--- src/rtl/core/hall_bldc_speed_controller_defines.svh ---
// ----------------------------------------------------------------------------
// hall bldc speed controller assertion macros
// concurrent check helpers, compiled out when ASSERT_OFF is set
// ----------------------------------------------------------------------------
`ifndef HALL_BLDC_SPEED_CONTROLLER_DEFINES_SVH
`define HALL_BLDC_SPEED_CONTROLLER_DEFINES_SVH
`ifndef ASSERT_OFF
// same-cycle implication
`define ASSERT_IMPLY(label, clk, rst, ante, cons) \
   label: assert property (@(posedge clk) disable iff (rst) (ante) |-> (cons)) \
      else $error("assertion failed");
// next-cycle implication
`define ASSERT_NEXT(label, clk, rst, ante, cons) \
   label: assert property (@(posedge clk) disable iff (rst) (ante) |=> (cons)) \
      else $error("assertion failed");
`else
`define ASSERT_IMPLY(label, clk, rst, ante, cons)
`define ASSERT_NEXT(label, clk, rst, ante, cons)
`endif
`endif

--- src/rtl/core/hbsc_pkg.sv ---
// ----------------------------------------------------------------------------
// hbsc_pkg
// shared types, constants and tables of the hall bldc speed controller
// ----------------------------------------------------------------------------
package hbsc_pkg;

   localparam int CNT_W     = 5;
   localparam int RPM_W     = 13;
   localparam int NUM_SAMP  = 11;
   localparam int PI_PERIOD_DEFAULT    = 30;
   localparam int STALL_WINDOW_DEFAULT = 30;

   localparam logic [12:0] RPM_MIN     = 13'd700;
   localparam logic [12:0] RPM_MAX     = 13'd6000;
   localparam logic [15:0] RPM_SCALE   = 16'd60000;
   localparam int          INTEG_LIMIT = 20000;

   localparam logic [15:0] WORD_HI  = 16'hC301;
   localparam logic [15:0] WORD_PWM = 16'hC341;
   localparam logic [15:0] WORD_LO  = 16'hC101;

   // register indexes
   localparam logic [2:0] CSR_REVERSE = 3'd0;
   localparam logic [2:0] CSR_KP      = 3'd1;
   localparam logic [2:0] CSR_KI      = 3'd2;
   localparam logic [2:0] CSR_FLOOR   = 3'd3;
   localparam logic [2:0] CSR_CEIL    = 3'd4;
   localparam logic [2:0] CSR_CRUISE  = 3'd5;
   localparam logic [2:0] CSR_RUN     = 3'd6;
   localparam logic [2:0] CSR_RAMP    = 3'd7;

   localparam logic [4:0] SAMPLE_POS [NUM_SAMP] =
      '{5'd1, 5'd2, 5'd3, 5'd5, 5'd7, 5'd9, 5'd10, 5'd15, 5'd20, 5'd25, 5'd30};

   typedef enum logic [3:0] {
      ST_IDLE,
      ST_LATCH,
      ST_EVENT,
      ST_MUL_P,
      ST_MUL_I,
      ST_PI,
      ST_DIV_START,
      ST_DIV_RUN,
      ST_DONE
   } state_type;

   typedef struct packed {
      logic capture;
      logic latch_upd;
      logic event_upd;
      logic mul_p;
      logic mul_i;
      logic pi_upd;
      logic div_start;
      logic load_out;
   } cmd_type;

   typedef struct packed {
      logic pi_due;
      logic div_busy;
      logic out_busy;
   } status_type;

   // commutation tables
   function automatic logic [15:0] phase1_tab(input logic [2:0] idx);
      logic [15:0] w;
      unique case (idx)
         3'd1, 3'd3: w = WORD_PWM;
         3'd4, 3'd6: w = WORD_LO;
         default:    w = WORD_HI;
      endcase
      return w;
   endfunction

   function automatic logic [15:0] phase2_tab(input logic [2:0] idx);
      logic [15:0] w;
      unique case (idx)
         3'd2, 3'd3: w = WORD_LO;
         3'd4, 3'd5: w = WORD_PWM;
         default:    w = WORD_HI;
      endcase
      return w;
   endfunction

   function automatic logic [15:0] phase3_tab(input logic [2:0] idx);
      logic [15:0] w;
      unique case (idx)
         3'd1, 3'd5: w = WORD_LO;
         3'd2, 3'd6: w = WORD_PWM;
         default:    w = WORD_HI;
      endcase
      return w;
   endfunction

endpackage

--- src/rtl/core/hbsc_req_if.sv ---
// ----------------------------------------------------------------------------
// hbsc_req_if
// input item channel: one tick or hall edge with hall and button levels
// ----------------------------------------------------------------------------
interface hbsc_req_if;
   logic valid;
   logic ready;
   logic op;
   logic hall_a;
   logic hall_b;
   logic hall_c;
   logic start_button;
   logic stop_button;

   modport source (output valid, op, hall_a, hall_b, hall_c, start_button, stop_button,
                   input ready);
   modport sink   (input valid, op, hall_a, hall_b, hall_c, start_button, stop_button,
                   output ready);
endinterface

--- src/rtl/core/hbsc_rsp_if.sv ---
// ----------------------------------------------------------------------------
// hbsc_rsp_if
// result item channel: drive state, duty, phase words and speeds
// ----------------------------------------------------------------------------
interface hbsc_rsp_if;
   logic        valid;
   logic        ready;
   logic        drive_enable;
   logic [12:0] duty;
   logic [15:0] phase1_word;
   logic [15:0] phase2_word;
   logic [15:0] phase3_word;
   logic [12:0] measured_rpm;
   logic [12:0] target_rpm;
   logic        motor_running;

   modport source (output valid, drive_enable, duty, phase1_word, phase2_word,
                   phase3_word, measured_rpm, target_rpm, motor_running,
                   input ready);
   modport sink   (input valid, drive_enable, duty, phase1_word, phase2_word,
                   phase3_word, measured_rpm, target_rpm, motor_running,
                   output ready);
endinterface

--- src/rtl/core/hbsc_divider.sv ---
// ----------------------------------------------------------------------------
// hbsc_divider
// restoring divider, 60000 / divisor, one quotient bit per cycle
// ----------------------------------------------------------------------------
module hbsc_divider (
   input  logic        clock,
   input  logic        reset,
   input  logic        start,
   input  logic [15:0] divisor,
   output logic        busy,
   output logic [15:0] quotient
);
   import hbsc_pkg::*;

   logic        busy_ff, busy_in;
   logic [3:0]  cnt_ff, cnt_in;
   logic [16:0] rem_ff, rem_in;
   logic [15:0] dvd_ff, dvd_in;
   logic [15:0] quo_ff, quo_in;
   logic [15:0] dvs_ff, dvs_in;
   logic [16:0] rem_sh;

   // one shift-subtract step
   always_comb begin
      busy_in = busy_ff;
      cnt_in  = cnt_ff;
      rem_in  = rem_ff;
      dvd_in  = dvd_ff;
      quo_in  = quo_ff;
      dvs_in  = dvs_ff;
      rem_sh  = {rem_ff[15:0], dvd_ff[15]};
      if (start) begin
         busy_in = 1'b1;
         cnt_in  = 4'd0;
         rem_in  = 17'd0;
         dvd_in  = RPM_SCALE;
         quo_in  = 16'd0;
         dvs_in  = divisor;
      end else if (busy_ff) begin
         dvd_in = {dvd_ff[14:0], 1'b0};
         if (rem_sh >= {1'b0, dvs_ff}) begin
            rem_in = rem_sh - {1'b0, dvs_ff};
            quo_in = {quo_ff[14:0], 1'b1};
         end else begin
            rem_in = rem_sh;
            quo_in = {quo_ff[14:0], 1'b0};
         end
         cnt_in = cnt_ff + 4'd1;
         if (cnt_ff == 4'd15) begin
            busy_in = 1'b0;
         end
      end
   end

   always_ff @(posedge clock) begin
      if (reset) begin
         busy_ff <= 1'b0;
         cnt_ff  <= 4'd0;
      end else begin
         busy_ff <= busy_in;
         cnt_ff  <= cnt_in;
      end
      rem_ff <= rem_in;
      dvd_ff <= dvd_in;
      quo_ff <= quo_in;
      dvs_ff <= dvs_in;
   end

   assign busy     = busy_ff;
   assign quotient = quo_ff;
endmodule

--- src/rtl/core/hbsc_datapath.sv ---
// ----------------------------------------------------------------------------
// hbsc_datapath
// motor state, speed profile, stall detector, pi step and result register
// ----------------------------------------------------------------------------
module hbsc_datapath #(
   parameter int PI_PERIOD_TICKS = hbsc_pkg::PI_PERIOD_DEFAULT,
   parameter int STALL_WINDOW    = hbsc_pkg::STALL_WINDOW_DEFAULT
) (
   input  logic                clock,
   input  logic                reset,
   input  hbsc_pkg::cmd_type   cmd,
   output hbsc_pkg::status_type status,
   input  logic                in_op,
   input  logic                in_hall_a,
   input  logic                in_hall_b,
   input  logic                in_hall_c,
   input  logic                in_start,
   input  logic                in_stop,
   input  logic                csr_we,
   input  logic [2:0]          csr_index,
   input  logic [15:0]         csr_wdata,
   input  logic                out_ready,
   output logic                out_valid,
   output logic                out_drive_enable,
   output logic [12:0]         out_duty,
   output logic [15:0]         out_phase1_word,
   output logic [15:0]         out_phase2_word,
   output logic [15:0]         out_phase3_word,
   output logic [12:0]         out_measured_rpm,
   output logic [12:0]         out_target_rpm,
   output logic                out_motor_running
);
   import hbsc_pkg::*;

   localparam logic [CNT_W-1:0] PI_PER = CNT_W'(PI_PERIOD_TICKS);
   localparam logic [CNT_W-1:0] WIN    = CNT_W'(STALL_WINDOW);

   // configuration
   logic        rev_dir_ff;
   logic [15:0] kp_ff, ki_ff;
   logic [12:0] floor_ff, ceil_ff, cruise_ff;
   logic [11:0] run_rev_ff;
   logic [10:0] ramp_rev_ff;

   // captured item
   logic       op_ff, start_ff, stop_ff;
   logic [2:0] code_ff;

   // motor state
   logic              latch_ff, latch_in;
   logic [11:0]       rev_cnt_ff, rev_cnt_in;
   logic [1:0]        first_rev_ff, first_rev_in;
   logic [15:0]       period_ff, period_in;
   logic [15:0]       lperiod_ff, lperiod_in;
   logic [15:0]       profile_ff, profile_in;
   logic [CNT_W-1:0]  window_ff, window_in;
   logic [2:0]        samples_ff [NUM_SAMP];
   logic [2:0]        samples_in [NUM_SAMP];
   logic              running_ff, running_in;
   logic [CNT_W-1:0]  pi_cnt_ff, pi_cnt_in;
   logic signed [15:0] integ_ff, integ_in;
   logic [12:0]       pi_duty_ff, pi_duty_in;
   logic [2:0]        hall_code_ff, hall_code_in;
   logic [12:0]       meas_ff, meas_in;
   logic signed [13:0] err_ff, err_in;
   logic signed [32:0] prod_p_ff, prod_i_ff;

   // result register
   logic        ov_ff, ov_in;
   logic        o_drive_ff;
   logic [12:0] o_duty_ff, o_meas_ff, o_tgt_ff;
   logic [15:0] o_w1_ff, o_w2_ff, o_w3_ff;
   logic        o_run_ff;

   // combinational helpers
   logic [12:0]        target;
   logic [CNT_W-1:0]   pi_cnt_inc;
   logic [CNT_W-1:0]   win_inc;
   logic signed [13:0] c_s, ramp_s, run_s;
   logic signed [16:0] integ_sum;
   logic signed [16:0] mul_a;
   logic signed [15:0] mul_b;
   logic signed [32:0] mul_out;
   logic signed [33:0] pi_sum;
   logic [33:0]        pi_mag;
   logic signed [19:0] delta;
   logic signed [19:0] new_duty;
   logic [15:0]        div_q;
   logic               div_busy;
   logic [12:0]        meas_new;
   logic [12:0]        duty_sel;
   logic [2:0]         tab_idx;

   hbsc_divider u_div (
      .clock    (clock),
      .reset    (reset),
      .start    (cmd.div_start),
      .divisor  (lperiod_ff),
      .busy     (div_busy),
      .quotient (div_q)
   );

   // configuration writes
   always_ff @(posedge clock) begin
      if (reset) begin
         rev_dir_ff  <= 1'b0;
         kp_ff       <= 16'd4588;
         ki_ff       <= 16'd197;
         floor_ff    <= 13'd400;
         ceil_ff     <= 13'd5600;
         cruise_ff   <= 13'd1000;
         run_rev_ff  <= 12'd200;
         ramp_rev_ff <= 11'd8;
      end else if (csr_we) begin
         unique case (csr_index)
            CSR_REVERSE: rev_dir_ff  <= csr_wdata[0];
            CSR_KP:      kp_ff       <= csr_wdata;
            CSR_KI:      ki_ff       <= csr_wdata;
            CSR_FLOOR:   floor_ff    <= csr_wdata[12:0];
            CSR_CEIL:    ceil_ff     <= csr_wdata[12:0];
            CSR_CRUISE:  cruise_ff   <= csr_wdata[12:0];
            CSR_RUN:     run_rev_ff  <= csr_wdata[11:0];
            CSR_RAMP:    ramp_rev_ff <= csr_wdata[10:0];
         endcase
      end
   end

   // clamped target speed
   always_comb begin
      if (profile_ff < {3'd0, RPM_MIN}) begin
         target = RPM_MIN;
      end else if (profile_ff > {3'd0, RPM_MAX}) begin
         target = RPM_MAX;
      end else begin
         target = profile_ff[12:0];
      end
   end

   assign pi_cnt_inc = pi_cnt_ff + CNT_W'(1);
   assign win_inc    = window_ff + CNT_W'(1);
   assign c_s        = $signed({2'b00, rev_cnt_ff});
   assign ramp_s     = $signed({3'b000, ramp_rev_ff});
   assign run_s      = $signed({2'b00, run_rev_ff});
   assign integ_sum  = 17'(integ_ff) + 17'(err_ff);

   // shared multiplier
   always_comb begin
      if (cmd.mul_i) begin
         mul_a = $signed({1'b0, ki_ff});
         mul_b = integ_ff;
      end else begin
         mul_a = $signed({1'b0, kp_ff});
         mul_b = 16'(err_ff);
      end
   end
   assign mul_out = mul_a * mul_b;

   // pi correction, truncated toward zero
   always_comb begin
      pi_sum = 34'(prod_p_ff) + 34'(prod_i_ff);
      pi_mag = pi_sum[33] ? 34'(-pi_sum) : 34'(pi_sum);
      delta  = pi_sum[33] ? -$signed({2'b00, pi_mag[33:16]}) : $signed({2'b00, pi_mag[33:16]});
      new_duty = $signed({7'd0, pi_duty_ff}) + delta;
      if (new_duty < 0) begin
         new_duty = '0;
      end
      if (new_duty > $signed({7'd0, ceil_ff})) begin
         new_duty = $signed({7'd0, ceil_ff});
      end
   end

   // speed from the finished divide
   always_comb begin
      if (!running_ff || lperiod_ff == 16'd0) begin
         meas_new = 13'd0;
      end else if (div_q > {3'd0, RPM_MAX}) begin
         meas_new = RPM_MAX;
      end else begin
         meas_new = div_q[12:0];
      end
   end

   // state update per command
   always_comb begin
      latch_in     = latch_ff;
      rev_cnt_in   = rev_cnt_ff;
      first_rev_in = first_rev_ff;
      period_in    = period_ff;
      lperiod_in   = lperiod_ff;
      profile_in   = profile_ff;
      window_in    = window_ff;
      samples_in   = samples_ff;
      running_in   = running_ff;
      pi_cnt_in    = pi_cnt_ff;
      integ_in     = integ_ff;
      pi_duty_in   = pi_duty_ff;
      hall_code_in = hall_code_ff;
      meas_in      = meas_ff;
      err_in       = err_ff;

      // start latch and revolution counter
      if (cmd.latch_upd) begin
         latch_in = (latch_ff | start_ff) & (rev_cnt_ff != run_rev_ff) & ~stop_ff;
         if (rev_cnt_ff >= run_rev_ff || !latch_in) begin
            rev_cnt_in = 12'd0;
         end
         if (!latch_in) begin
            integ_in = 16'sd0;
         end
         err_in = $signed({1'b0, target}) - $signed({1'b0, meas_ff});
      end

      // tick or hall edge
      if (cmd.event_upd) begin
         if (!op_ff) begin
            if (latch_ff) begin
               if (period_ff != 16'hFFFF) begin
                  period_in = period_ff + 16'd1;
               end
               if (c_s <= ramp_s) begin
                  if (profile_ff != 16'hFFFF) begin
                     profile_in = profile_ff + 16'd1;
                  end
               end else if (c_s <= run_s - ramp_s) begin
                  profile_in = {3'd0, cruise_ff};
               end else if (c_s <= run_s) begin
                  if (profile_ff != 16'd0) begin
                     profile_in = profile_ff - 16'd1;
                  end
               end
            end else begin
               period_in    = 16'd0;
               lperiod_in   = 16'd0;
               first_rev_in = 2'd0;
               profile_in   = 16'd0;
            end
            window_in = (win_inc > WIN) ? CNT_W'(0) : win_inc;
            for (int i = 0; i < NUM_SAMP; i++) begin
               if (window_in == SAMPLE_POS[i]) begin
                  samples_in[i] = code_ff;
               end
            end
            running_in = 1'b0;
            for (int i = 1; i < NUM_SAMP; i++) begin
               if (samples_in[i] != samples_in[0]) begin
                  running_in = 1'b1;
               end
            end
            pi_cnt_in = (pi_cnt_inc == PI_PER) ? CNT_W'(0) : pi_cnt_inc;
         end else begin
            hall_code_in = code_ff;
            if (code_ff == 3'd1 && latch_ff) begin
               if (first_rev_ff != 2'd3) begin
                  first_rev_in = first_rev_ff + 2'd1;
               end
               rev_cnt_in = rev_cnt_ff + 12'd1;
               if (first_rev_in > 2'd1) begin
                  lperiod_in   = period_ff;
                  period_in    = 16'd0;
                  first_rev_in = 2'd2;
               end else begin
                  lperiod_in = 16'd0;
               end
            end
         end
      end

      // integral accumulate, reset to zero past the limit or when the drive is off
      if (cmd.mul_p) begin
         if (!latch_ff) begin
            integ_in = 16'sd0;
         end else if (integ_sum > 17'sd20000 || integ_sum < -17'sd20000) begin
            integ_in = 16'sd0;
         end else begin
            integ_in = integ_sum[15:0];
         end
      end

      if (cmd.pi_upd) begin
         pi_duty_in = latch_ff ? new_duty[12:0] : 13'd0;
      end

      if (cmd.load_out) begin
         meas_in = meas_new;
      end
   end

   // result values
   assign tab_idx = rev_dir_ff ? (3'd7 - hall_code_ff) : hall_code_ff;
   always_comb begin
      duty_sel = pi_duty_ff;
      if (duty_sel < floor_ff) begin
         duty_sel = floor_ff;
      end
      if (duty_sel > ceil_ff) begin
         duty_sel = ceil_ff;
      end
   end

   // output valid flag
   always_comb begin
      ov_in = ov_ff;
      if (ov_ff && out_ready) begin
         ov_in = 1'b0;
      end
      if (cmd.load_out) begin
         ov_in = 1'b1;
      end
   end

   always_ff @(posedge clock) begin
      if (reset) begin
         latch_ff     <= 1'b0;
         rev_cnt_ff   <= 12'd0;
         first_rev_ff <= 2'd0;
         period_ff    <= 16'd0;
         lperiod_ff   <= 16'd0;
         profile_ff   <= 16'd0;
         window_ff    <= '0;
         for (int i = 0; i < NUM_SAMP; i++) begin
            samples_ff[i] <= 3'd0;
         end
         running_ff   <= 1'b0;
         pi_cnt_ff    <= '0;
         integ_ff     <= 16'sd0;
         pi_duty_ff   <= 13'd0;
         hall_code_ff <= 3'd0;
         meas_ff      <= 13'd0;
         ov_ff        <= 1'b0;
      end else begin
         latch_ff     <= latch_in;
         rev_cnt_ff   <= rev_cnt_in;
         first_rev_ff <= first_rev_in;
         period_ff    <= period_in;
         lperiod_ff   <= lperiod_in;
         profile_ff   <= profile_in;
         window_ff    <= window_in;
         samples_ff   <= samples_in;
         running_ff   <= running_in;
         pi_cnt_ff    <= pi_cnt_in;
         integ_ff     <= integ_in;
         pi_duty_ff   <= pi_duty_in;
         hall_code_ff <= hall_code_in;
         meas_ff      <= meas_in;
         ov_ff        <= ov_in;
      end
   end

   // payload registers
   always_ff @(posedge clock) begin
      err_ff <= err_in;
      if (cmd.capture) begin
         op_ff    <= in_op;
         start_ff <= in_start;
         stop_ff  <= in_stop;
         code_ff  <= {in_hall_a, in_hall_c, in_hall_b};
      end
      if (cmd.mul_p) begin
         prod_p_ff <= mul_out;
      end
      if (cmd.mul_i) begin
         prod_i_ff <= mul_out;
      end
      if (cmd.load_out) begin
         o_drive_ff <= latch_ff;
         o_duty_ff  <= latch_ff ? duty_sel : 13'd0;
         o_w1_ff    <= latch_ff ? phase1_tab(tab_idx) : 16'd0;
         o_w2_ff    <= latch_ff ? phase2_tab(tab_idx) : 16'd0;
         o_w3_ff    <= latch_ff ? phase3_tab(tab_idx) : 16'd0;
         o_meas_ff  <= meas_new;
         o_tgt_ff   <= target;
         o_run_ff   <= running_ff;
      end
   end

   assign status.pi_due   = ~op_ff & (pi_cnt_inc == PI_PER);
   assign status.div_busy = div_busy;
   assign status.out_busy = ov_ff & ~out_ready;

   assign out_valid         = ov_ff;
   assign out_drive_enable  = o_drive_ff;
   assign out_duty          = o_duty_ff;
   assign out_phase1_word   = o_w1_ff;
   assign out_phase2_word   = o_w2_ff;
   assign out_phase3_word   = o_w3_ff;
   assign out_measured_rpm  = o_meas_ff;
   assign out_target_rpm    = o_tgt_ff;
   assign out_motor_running = o_run_ff;
endmodule

--- src/rtl/core/hbsc_ctrl.sv ---
// ----------------------------------------------------------------------------
// hbsc_ctrl
// sequencer: latch, event, optional pi step, speed divide, result load
// ----------------------------------------------------------------------------
module hbsc_ctrl (
   input  logic                 clock,
   input  logic                 reset,
   input  logic                 in_valid,
   output logic                 in_ready,
   input  hbsc_pkg::status_type status,
   output hbsc_pkg::cmd_type    cmd
);
   import hbsc_pkg::*;

   state_type state_ff, state_in;

   // next state
   always_comb begin
      state_in = state_ff;
      unique case (state_ff)
         ST_IDLE:      if (in_valid) state_in = ST_LATCH;
         ST_LATCH:     state_in = ST_EVENT;
         ST_EVENT:     state_in = status.pi_due ? ST_MUL_P : ST_DIV_START;
         ST_MUL_P:     state_in = ST_MUL_I;
         ST_MUL_I:     state_in = ST_PI;
         ST_PI:        state_in = ST_DIV_START;
         ST_DIV_START: state_in = ST_DIV_RUN;
         ST_DIV_RUN:   if (!status.div_busy) state_in = ST_DONE;
         ST_DONE:      if (!status.out_busy) state_in = ST_IDLE;
         default:      state_in = ST_IDLE;
      endcase
   end

   // commands
   always_comb begin
      cmd      = '0;
      in_ready = 1'b0;
      unique case (state_ff)
         ST_IDLE: begin
            in_ready    = 1'b1;
            cmd.capture = in_valid;
         end
         ST_LATCH:     cmd.latch_upd = 1'b1;
         ST_EVENT:     cmd.event_upd = 1'b1;
         ST_MUL_P:     cmd.mul_p     = 1'b1;
         ST_MUL_I:     cmd.mul_i     = 1'b1;
         ST_PI:        cmd.pi_upd    = 1'b1;
         ST_DIV_START: cmd.div_start = 1'b1;
         ST_DIV_RUN:   cmd           = '0;
         ST_DONE:      cmd.load_out  = ~status.out_busy;
         default:      cmd           = '0;
      endcase
   end

   always_ff @(posedge clock) begin
      if (reset) begin
         state_ff <= ST_IDLE;
      end else begin
         state_ff <= state_in;
      end
   end
endmodule

--- src/rtl/core/hall_bldc_speed_controller.sv ---
// ----------------------------------------------------------------------------
// hall_bldc_speed_controller
// sensored bldc six-step commutation with pi speed control
// ----------------------------------------------------------------------------
//  channel  | direction | contents
//  req_if   | in        | op, hall levels, start and stop buttons
//  rsp_if   | out       | drive enable, duty, phase words, speeds, running
//  csr_*    | in        | register write: enable, index, data
//
// an item passes the latch and event steps, an optional pi step, the speed divide
// and the result load; the 16-step speed divider is the longest of these
// one item is in work at a time; the next is taken while a result waits
// reset is synchronous and restores register defaults and zero state
// a stalled result holds the sequencer in its final step only
`include "hall_bldc_speed_controller_defines.svh"
module hall_bldc_speed_controller #(
   parameter int PI_PERIOD_TICKS = hbsc_pkg::PI_PERIOD_DEFAULT,
   parameter int STALL_WINDOW    = hbsc_pkg::STALL_WINDOW_DEFAULT
) (
   input  logic        clock,
   input  logic        reset,
   hbsc_req_if.sink    req_if,
   hbsc_rsp_if.source  rsp_if,
   input  logic        csr_we,
   input  logic [2:0]  csr_index,
   input  logic [15:0] csr_wdata
);
   import hbsc_pkg::*;

   cmd_type    cmd;
   status_type status;

   hbsc_ctrl u_ctrl (
      .clock    (clock),
      .reset    (reset),
      .in_valid (req_if.valid),
      .in_ready (req_if.ready),
      .status   (status),
      .cmd      (cmd)
   );

   hbsc_datapath #(
      .PI_PERIOD_TICKS (PI_PERIOD_TICKS),
      .STALL_WINDOW    (STALL_WINDOW)
   ) u_dp (
      .clock             (clock),
      .reset             (reset),
      .cmd               (cmd),
      .status            (status),
      .in_op             (req_if.op),
      .in_hall_a         (req_if.hall_a),
      .in_hall_b         (req_if.hall_b),
      .in_hall_c         (req_if.hall_c),
      .in_start          (req_if.start_button),
      .in_stop           (req_if.stop_button),
      .csr_we            (csr_we),
      .csr_index         (csr_index),
      .csr_wdata         (csr_wdata),
      .out_ready         (rsp_if.ready),
      .out_valid         (rsp_if.valid),
      .out_drive_enable  (rsp_if.drive_enable),
      .out_duty          (rsp_if.duty),
      .out_phase1_word   (rsp_if.phase1_word),
      .out_phase2_word   (rsp_if.phase2_word),
      .out_phase3_word   (rsp_if.phase3_word),
      .out_measured_rpm  (rsp_if.measured_rpm),
      .out_target_rpm    (rsp_if.target_rpm),
      .out_motor_running (rsp_if.motor_running)
   );

   // checks
   `ASSERT_IMPLY(a_drive_off_quiet, clock, reset, rsp_if.valid && !rsp_if.drive_enable, rsp_if.duty == 13'd0 && rsp_if.phase1_word == 16'd0 && rsp_if.phase2_word == 16'd0 && rsp_if.phase3_word == 16'd0)
   `ASSERT_IMPLY(a_target_range, clock, reset, rsp_if.valid, rsp_if.target_rpm >= RPM_MIN && rsp_if.target_rpm <= RPM_MAX)
   `ASSERT_IMPLY(a_meas_range, clock, reset, rsp_if.valid, rsp_if.measured_rpm <= RPM_MAX)
   `ASSERT_NEXT(a_one_in_work, clock, reset, req_if.valid && req_if.ready, !req_if.ready)
endmodule

--- src/flat_wrapper.sv ---
// flat-port wrapper written by rule: the top's interface ports become plain ports
module hall_bldc_speed_controller_flat import hbsc_pkg::*;
#(
   parameter int PI_PERIOD_TICKS = hbsc_pkg::PI_PERIOD_DEFAULT,
   parameter int STALL_WINDOW    = hbsc_pkg::STALL_WINDOW_DEFAULT
)
  (clock, reset, csr_we, csr_index, csr_wdata, req_if_valid, req_if_op, req_if_hall_a, req_if_hall_b, req_if_hall_c, req_if_start_button, req_if_stop_button, req_if_ready, rsp_if_valid, rsp_if_drive_enable, rsp_if_duty, rsp_if_phase1_word, rsp_if_phase2_word, rsp_if_phase3_word, rsp_if_measured_rpm, rsp_if_target_rpm, rsp_if_motor_running, rsp_if_ready);
  hbsc_req_if req_if_i ();
  hbsc_rsp_if rsp_if_i ();
  input  logic clock;
  input  logic reset;
  input  logic csr_we;
  input  logic [2:0] csr_index;
  input  logic [15:0] csr_wdata;
  input wire logic [$bits(req_if_i.valid)-1:0] req_if_valid;
  input wire logic [$bits(req_if_i.op)-1:0] req_if_op;
  input wire logic [$bits(req_if_i.hall_a)-1:0] req_if_hall_a;
  input wire logic [$bits(req_if_i.hall_b)-1:0] req_if_hall_b;
  input wire logic [$bits(req_if_i.hall_c)-1:0] req_if_hall_c;
  input wire logic [$bits(req_if_i.start_button)-1:0] req_if_start_button;
  input wire logic [$bits(req_if_i.stop_button)-1:0] req_if_stop_button;
  output wire logic [$bits(req_if_i.ready)-1:0] req_if_ready;
  output wire logic [$bits(rsp_if_i.valid)-1:0] rsp_if_valid;
  output wire logic [$bits(rsp_if_i.drive_enable)-1:0] rsp_if_drive_enable;
  output wire logic [$bits(rsp_if_i.duty)-1:0] rsp_if_duty;
  output wire logic [$bits(rsp_if_i.phase1_word)-1:0] rsp_if_phase1_word;
  output wire logic [$bits(rsp_if_i.phase2_word)-1:0] rsp_if_phase2_word;
  output wire logic [$bits(rsp_if_i.phase3_word)-1:0] rsp_if_phase3_word;
  output wire logic [$bits(rsp_if_i.measured_rpm)-1:0] rsp_if_measured_rpm;
  output wire logic [$bits(rsp_if_i.target_rpm)-1:0] rsp_if_target_rpm;
  output wire logic [$bits(rsp_if_i.motor_running)-1:0] rsp_if_motor_running;
  input wire logic [$bits(rsp_if_i.ready)-1:0] rsp_if_ready;
  assign req_if_i.valid = req_if_valid;
  assign req_if_i.op = req_if_op;
  assign req_if_i.hall_a = req_if_hall_a;
  assign req_if_i.hall_b = req_if_hall_b;
  assign req_if_i.hall_c = req_if_hall_c;
  assign req_if_i.start_button = req_if_start_button;
  assign req_if_i.stop_button = req_if_stop_button;
  assign req_if_ready = req_if_i.ready;
  assign rsp_if_valid = rsp_if_i.valid;
  assign rsp_if_drive_enable = rsp_if_i.drive_enable;
  assign rsp_if_duty = rsp_if_i.duty;
  assign rsp_if_phase1_word = rsp_if_i.phase1_word;
  assign rsp_if_phase2_word = rsp_if_i.phase2_word;
  assign rsp_if_phase3_word = rsp_if_i.phase3_word;
  assign rsp_if_measured_rpm = rsp_if_i.measured_rpm;
  assign rsp_if_target_rpm = rsp_if_i.target_rpm;
  assign rsp_if_motor_running = rsp_if_i.motor_running;
  assign rsp_if_i.ready = rsp_if_ready;
  hall_bldc_speed_controller #(.PI_PERIOD_TICKS(PI_PERIOD_TICKS), .STALL_WINDOW(STALL_WINDOW)) u_core (.clock(clock), .reset(reset), .req_if(req_if_i), .rsp_if(rsp_if_i), .csr_we(csr_we), .csr_index(csr_index), .csr_wdata(csr_wdata));
endmodule
--- config.mk ---
export PLATFORM = sky130hd
export DESIGN_NAME = hall_bldc_speed_controller_flat
export DESIGN_NICKNAME = d
export VERILOG_FILES = /design/src/rtl/core/hbsc_pkg.sv /design/src/rtl/core/hbsc_req_if.sv /design/src/rtl/core/hbsc_rsp_if.sv /design/src/rtl/core/hbsc_divider.sv /design/src/rtl/core/hbsc_datapath.sv /design/src/rtl/core/hbsc_ctrl.sv /design/src/rtl/core/hall_bldc_speed_controller.sv /design/src/flat_wrapper.sv
export VERILOG_INCLUDE_DIRS = /design/src /design/src/rtl/core
export SDC_FILE = /design/constraint.sdc
export NUM_CORES = 2
export LEC_CHECK = 0
export BUFFER_PORTS_ARGS = -buffer_cell sky130_fd_sc_hd__buf_2
export CAP_MARGIN = 20
export CORE_ASPECT_RATIO = 0.8
export CORE_MARGIN = 4
export CORE_UTILIZATION = 64
export DETAILED_ROUTE_END_ITERATION = 6
export HOLD_SLACK_MARGIN = 0.12
export PLACE_DENSITY = 0.81
export SETUP_SLACK_MARGIN = 0.05
export SLEW_MARGIN = 20
export SYNTH_ARGS = -nofsm -noshare
export SYNTH_HDL_FRONTEND = slang
export SYNTH_HIERARCHICAL = 1
export SYNTH_SLANG_ARGS = --single-unit
--- constraint.sdc ---
create_clock -name clock -period 11.4 [get_ports clock]
set_input_delay 0.57 -clock clock [delete_from_list [all_inputs] [get_ports clock]]
set_output_delay 0.57 -clock clock [all_outputs]
set_load 0.02 [all_outputs]
# After elaboration in Yosys (flattened, before gate mapping)
# Index checks and enable logic that the tools add are counted.
[totals] wordCells=309 output_inout_bits=91 register_bits=491 input_bits=30
[op_classes] magnitude_cmp=16 eq_ne=60 n_mul=1 reduce_logical=35 add_sub_neg=17 n_bitwise=9 mux=116
[op_table] cell="$mux 16" count=23
[op_table] cell="$mux 3" count=35
[op_table] cell="$mux 13" count=8
[op_table] cell="$mux 12" count=5
[op_table] cell="$pmux 10 s2" count=3
[op_table] cell="$mux 20" count=2
[op_table] cell="$pmux 4 s9" count=1
[op_table] cell="$add 33x33->34" count=1
[op_table] cell="$mux 34" count=1
[op_table] cell="$neg 34->34" count=1
[op_table] cell="$mul 17x16->33" count=1
[op_table] cell="$add 16x1->16 const B" count=2
[op_table] cell="$gt 16x13->1 const B" count=2
[op_table] cell="$ne 16x16->1 const B" count=2
[op_table] cell="$ne 3x3->1" count=10
[op_table] cell="$mux 1" count=25
[op_table] cell="$reduce_and 2->1" count=11
[op_table] cell="$eq 3x3->1 const B" count=7
[op_table] cell="$add 14x20->20" count=1
[op_table] cell="$eq 5x5->1 const B" count=4
[op_table] cell="$gt 20x14->1" count=1
[op_table] cell="$lt 20x1->1 const B" count=1
[op_table] cell="$neg 18->20" count=1
[op_table] cell="$add 16x14->17" count=1
[op_table] cell="54 further kinds" count=105

# Depth between registers and ports, before layout
[depth] ltp_word=18 mapped_depth=41 ltp_nobuf=39

# Cells and area by module
# Netlist, hierarchy kept.
[modules_own_cells] mod="hbsc_datapath" n_inst=1 cells_each=3575 area_per_inst_um2=31336.3
[modules_own_cells] mod="hbsc_divider" n_inst=1 cells_each=330 area_per_inst_um2=3231.8
[modules_own_cells] mod="hbsc_ctrl" n_inst=1 cells_each=38 area_per_inst_um2=294.0

# Worst setup path before layout
# Ideal clock, no wire load.
[synth_timing] path_type="reg2reg" from="reg u_core.u_ctrl.state_ff[1]" to="reg u_core.u_dp.prod_i_ff[31], data pin" stages_incl_launch_ff=32 period_less_slack_ps=10574 setup_ps=261 path_slack_ps=826 arrival_ps=10313 path_cell_list="dfxtp_1 buf_2 or2b_1 nor3_1 clkbuf_1 clkbuf_1 buf_1 mux2i_1 nor2_1 fa_1 fa_1 ha_1 inv_1 fa_1 fa_1 fa_1 inv_1 ha_1 a21oi_1 o21bai_1 a21oi_1 nor2b_1 o31ai_1 a21oi_1 a2111oi_0 nor3_1 nand4_1 nand4b_1 o311a_1 o31a_1 o41a_1 xor2_1"
[synth_rtl] element="start: declaration" line_no="hbsc_ctrl.sv:15" source="state_type state_ff, state_in;"
[synth_rtl] element="start signal: assignment" line_no="hbsc_ctrl.sv:59" source="state_ff <= state_in;"
[synth_rtl] element="end signal: assignment" line_no="hbsc_datapath.sv:362" source="prod_i_ff <= mul_out;"
[synth_rtl] element="end: declaration" line_no="hbsc_datapath.sv:66" source="logic signed [32:0] prod_p_ff, prod_i_ff;"

==> metrics.md <==
| Metric | Value |
|---|---|
| HPWL reported at the end of detailed placement | 65550 microns |
| Via count of the first global-routing pass | 26890 |
| Clock-pin slew on the worst setup and hold paths | 0.06 ns |
| Setup violators final | 0 |
| Longest individual stage delay on the worst path | 0.97 ns |
| Fraction of synthesized cell area taken by the top area cell type | 0.1723 |
| Number of buffers inserted to repair setup after CTS | 0 |
| Total Wirelength | 86310 microns |
| Main combinational cell family by area after synthesis | adder cells |
| Synth Area in Simple Gates | 0.1794 |
| Total iterations of the first detailed-routing run | 6 |
| Die Y | 216.8 microns |
| Number of H-tree levels | 2 |
| Clock Tree Root | sky130_fd_sc_hd__clkbuf_16 |
| Synth warn | 6 |
| Average wire per standard cell | 18.41 microns |
| Netlist area before placement | 34860 sq um |
| Hold/Removal Path Class | input pin to register |
| Port bufs | 90 |
| Maximum number of pins on one net before global-route repair | 94 |
| Vias per cell | 6.025 |
| Starting density of the core | 0.6477 |
| First-pass GRT wire length | 140300 microns |
| Area fraction in compound gates after synthesis | 0.1453 |
| Worst setup SP type | register |
| Max Cap Viol | 0 |
| Hold buffer count at cts | 0 |
| # IOs | 121 |
| Top achievable clock speed | 109.8 MHz |
| Worst relative slew slack | 0.2307 |
| Arrival time of data at the critical path endpoint | 9.43 ns |
| Utilization after layout | 0.6922 |
| Source-to-sink clock delay at the later pin of the worst-skew pair | 0.60 ns |
| Worst R2R End | u_core/u_dp/prod_p_ff[31] |
| Synth top cells by count | sky130_fd_sc_hd__nand2_1 (518), sky130_fd_sc_hd__nor2_1 (371), sky130_fd_sc_hd__inv_1 (369) |
| TritonCTS clock tree | done |
| Final estimated routing congestion in global placement | 0.9282 |
| Final setup skew | 0.03770 ns |
| Distinct cell type count after synthesis | 106 |
| Final Hold Slack | 0.1596 ns |
| Number of synthesized flops with an enable pin | 150 |
| Crit Path Category | register to register |
| Slowest cell on crit path | sky130_fd_sc_hd__mux2i_1 |
| Sequential element share of the synthesized area | 0.3015 |
| Cell taking the most area after synthesis | sky130_fd_sc_hd__dfxtp_1 |
| Proportion of synthesized flip-flops having asynchronous set or reset | 0 |
| Total global routing track utilization | 0.2959 |
| Count of unresolved DRC violations after routing | 0 |
| Critical Path Most Common Cell | sky130_fd_sc_hd__fa_1 |
| Growth of design area from synthesis to finish | 6.866% |
| Core Area | 53820 sq um |
| End point of the worst hold path | u_core/u_dp/code_ff[1] |
| Overflow left after global routing | 0 |
| DRC violation total after the first TritonRoute iteration | 2703 |
| CTS resizes | 0 |
| Syn Inst Count | 3943 |
| Hold depth | 1 |
| Most frequent cell after synthesis | sky130_fd_sc_hd__nand2_1 |
| Crit path max fanout | 56 |
| R2r setup slk | 2.29 ns |
| Initial antenna violation count | 1 |
| Origin of the critical flop-to-flop path | u_core/u_ctrl/state_ff[2] |
| TritonCTS Sinks | 450 |
| Hold path start | req_if_hall_c |
| Portion of netlist area occupied by mux cells | 0.04346 |
| Number of routed nets with antenna violations | 0 |
| Setup ws final | 2.295 ns |
| Required time of the critical path | 11.73 ns |
| Count of standard-cell rows | 76 |
| Flip-flop and latch count after synthesis | 450 |
| Width of the chip | 268.9 microns |
| Net count reported at finish | 4490 |
| Maximum clock insertion buffer count | 3 |
| Setup TNS | 0 ns |
| Largest cells by area after synthesis | sky130_fd_sc_hd__dfxtp_1 (17%), sky130_fd_sc_hd__edfxtp_1 (13%), sky130_fd_sc_hd__fa_1 (11%), sky130_fd_sc_hd__ha_1 (11%), sky130_fd_sc_hd__nand2_1 (5.6%) |
| Unrepaired setup endpoints after global routing | no |
| Commonest register cell after synthesis | sky130_fd_sc_hd__dfxtp_1 |
| Layout cells sized above 1 | 0.07150 |
| Min Clock Period, post-route | 9.105 ns |
| Number of hold violations in the final report | 0 |
| Post-route fraction of the period consumed by the critical path | 0.7987 |
| Total die area | 58290 sq um |
| Worst Tran Pin Value | 1.122 ns |
| Critical path endpoint category | register |
| Post-Synth Adder-Cell Area | 0.2261 |
| Mean cell area of the mapped netlist | 8.842 sq um |
| Status | complete, no violations |
| Vias | 28250 |
| Cells on worst reg2reg path | 28 |
| Xor and xnor area share after synthesis | 0.03743 |
| CTS Buf Count | 46 |
| Number of pins with negative max-slew slack in the final report | 0 |
| Setup slack at placement | 2.333 ns |
[worst max-delay path, delay by kind of cell, from the launching register on]
| kind | cells | cell delay [ns] |
|---|---|---|
| compound gates | 9 | 2.35 |
| xor+xnor | 1 | 0.16 |
| fa+ha+maj | 7 | 2.99 |
| buf+inv | 3 | 0.74 |
| flops | 1 | 0.51 |
| mux | 1 | 0.97 |
| simple gates | 7 | 1.06 |
[cells in the final DEF, fill, tap and decap left out, drive strengths merged, types with 15 or more instances in the layout]
cell type	instances
a211o	17
a211oi	54
a21o	57
a21oi	250
a22o	19
a22oi	24
a31oi	22
and2	34
and3	24
buf	122
clkbuf	63
clkinv	15
conb	30
dfxtp	300
edfxtp	150
fa	200
ha	310
inv	371
mux2	35
mux2i	112
nand2	519
nand2b	56
nand3	74
nand3b	29
nand4	39
nor2	371
nor2b	36
nor3	61
nor4	24
o21a	37
o21ai	142
o21bai	22
or3	17
xnor2	88
xor2	61
[per-stage QoR]
stage	cell area [sq um]	instances
global route	37260	4689
global placement	35670	4604
floorplan	34970	3972
CTS	37250	4688
finish	37260	4689
detailed placement	35670	4604
[how the worst max path moves through the flow]
stage	from	depth (start not counted)	endpoint	slack, ns
after global routing	u_core/u_ctrl/state_ff[2]	30	u_core/u_dp/prod_p_ff[31]	1.69
after global placement	u_core/u_ctrl/state_ff[2]	27	u_core/u_dp/prod_i_ff[31]	2.51
after floorplan	u_core/u_ctrl/state_ff[1]	31	u_core/u_dp/prod_i_ff[31]	0.83
final	u_core/u_ctrl/state_ff[2]	28	u_core/u_dp/prod_p_ff[31]	2.29
after detailed placement	u_core/u_ctrl/state_ff[2]	28	u_core/u_dp/prod_p_ff[31]	2.33
after CTS	u_core/u_ctrl/state_ff[2]	28	u_core/u_dp/prod_p_ff[31]	2.34
[registers in the layout, summed over array words and instances (netlist names), 14 cells and up]
name                        cells
u_core/u_dp/err_ff             14
u_core/u_dp/integ_ff           16
u_core/u_dp/ki_ff              16
u_core/u_dp/kp_ff              16
u_core/u_dp/lperiod_ff         16
u_core/u_dp/period_ff          16
u_core/u_dp/prod_i_ff          33
u_core/u_dp/prod_p_ff          33
u_core/u_dp/profile_ff         16
u_core/u_dp/samples_ff         33
u_core/u_dp/u_div/dvs_ff       16
u_core/u_dp/u_div/quotient     16
u_core/u_dp/u_div/rem_ff       16
[cell type report]
class                   count  area (sq um)
diodes                      1         2.502
repair buffers            122         696.9
inverters                 371          1393
fillers                  4180         16570
clock inverters            21         277.8
flip-flops and latches    450         10510
multi-input cells        2959         22200
clock buffers              63          1295
well taps                 702         878.3
[routing by layer]
layer  GRT usage  wire, microns  up-vias
met4     0.07908           2163        2
met1      0.4336          38790    13430
met2      0.4374          36820     1125
li1            -              -    13540
met3     0.07517           8457      157
met5     0.01014             80        -
[cell families after synthesis]
| kind of cell | count (synthesis) |
|---|---|
| XOR/XNOR | 149 |
| AO/OA/AOI/OAI | 774 |
| adder cells (fa/ha/maj) | 510 |
| other | 1 |
| flip-flops | 450 |
| buffers and inverters | 563 |
| AND/OR/NAND/NOR | 1349 |
| multiplexers | 147 |
Power is not shown: default switching activity piles up to over one toggle a cycle in this logic, so the estimate is an artifact.
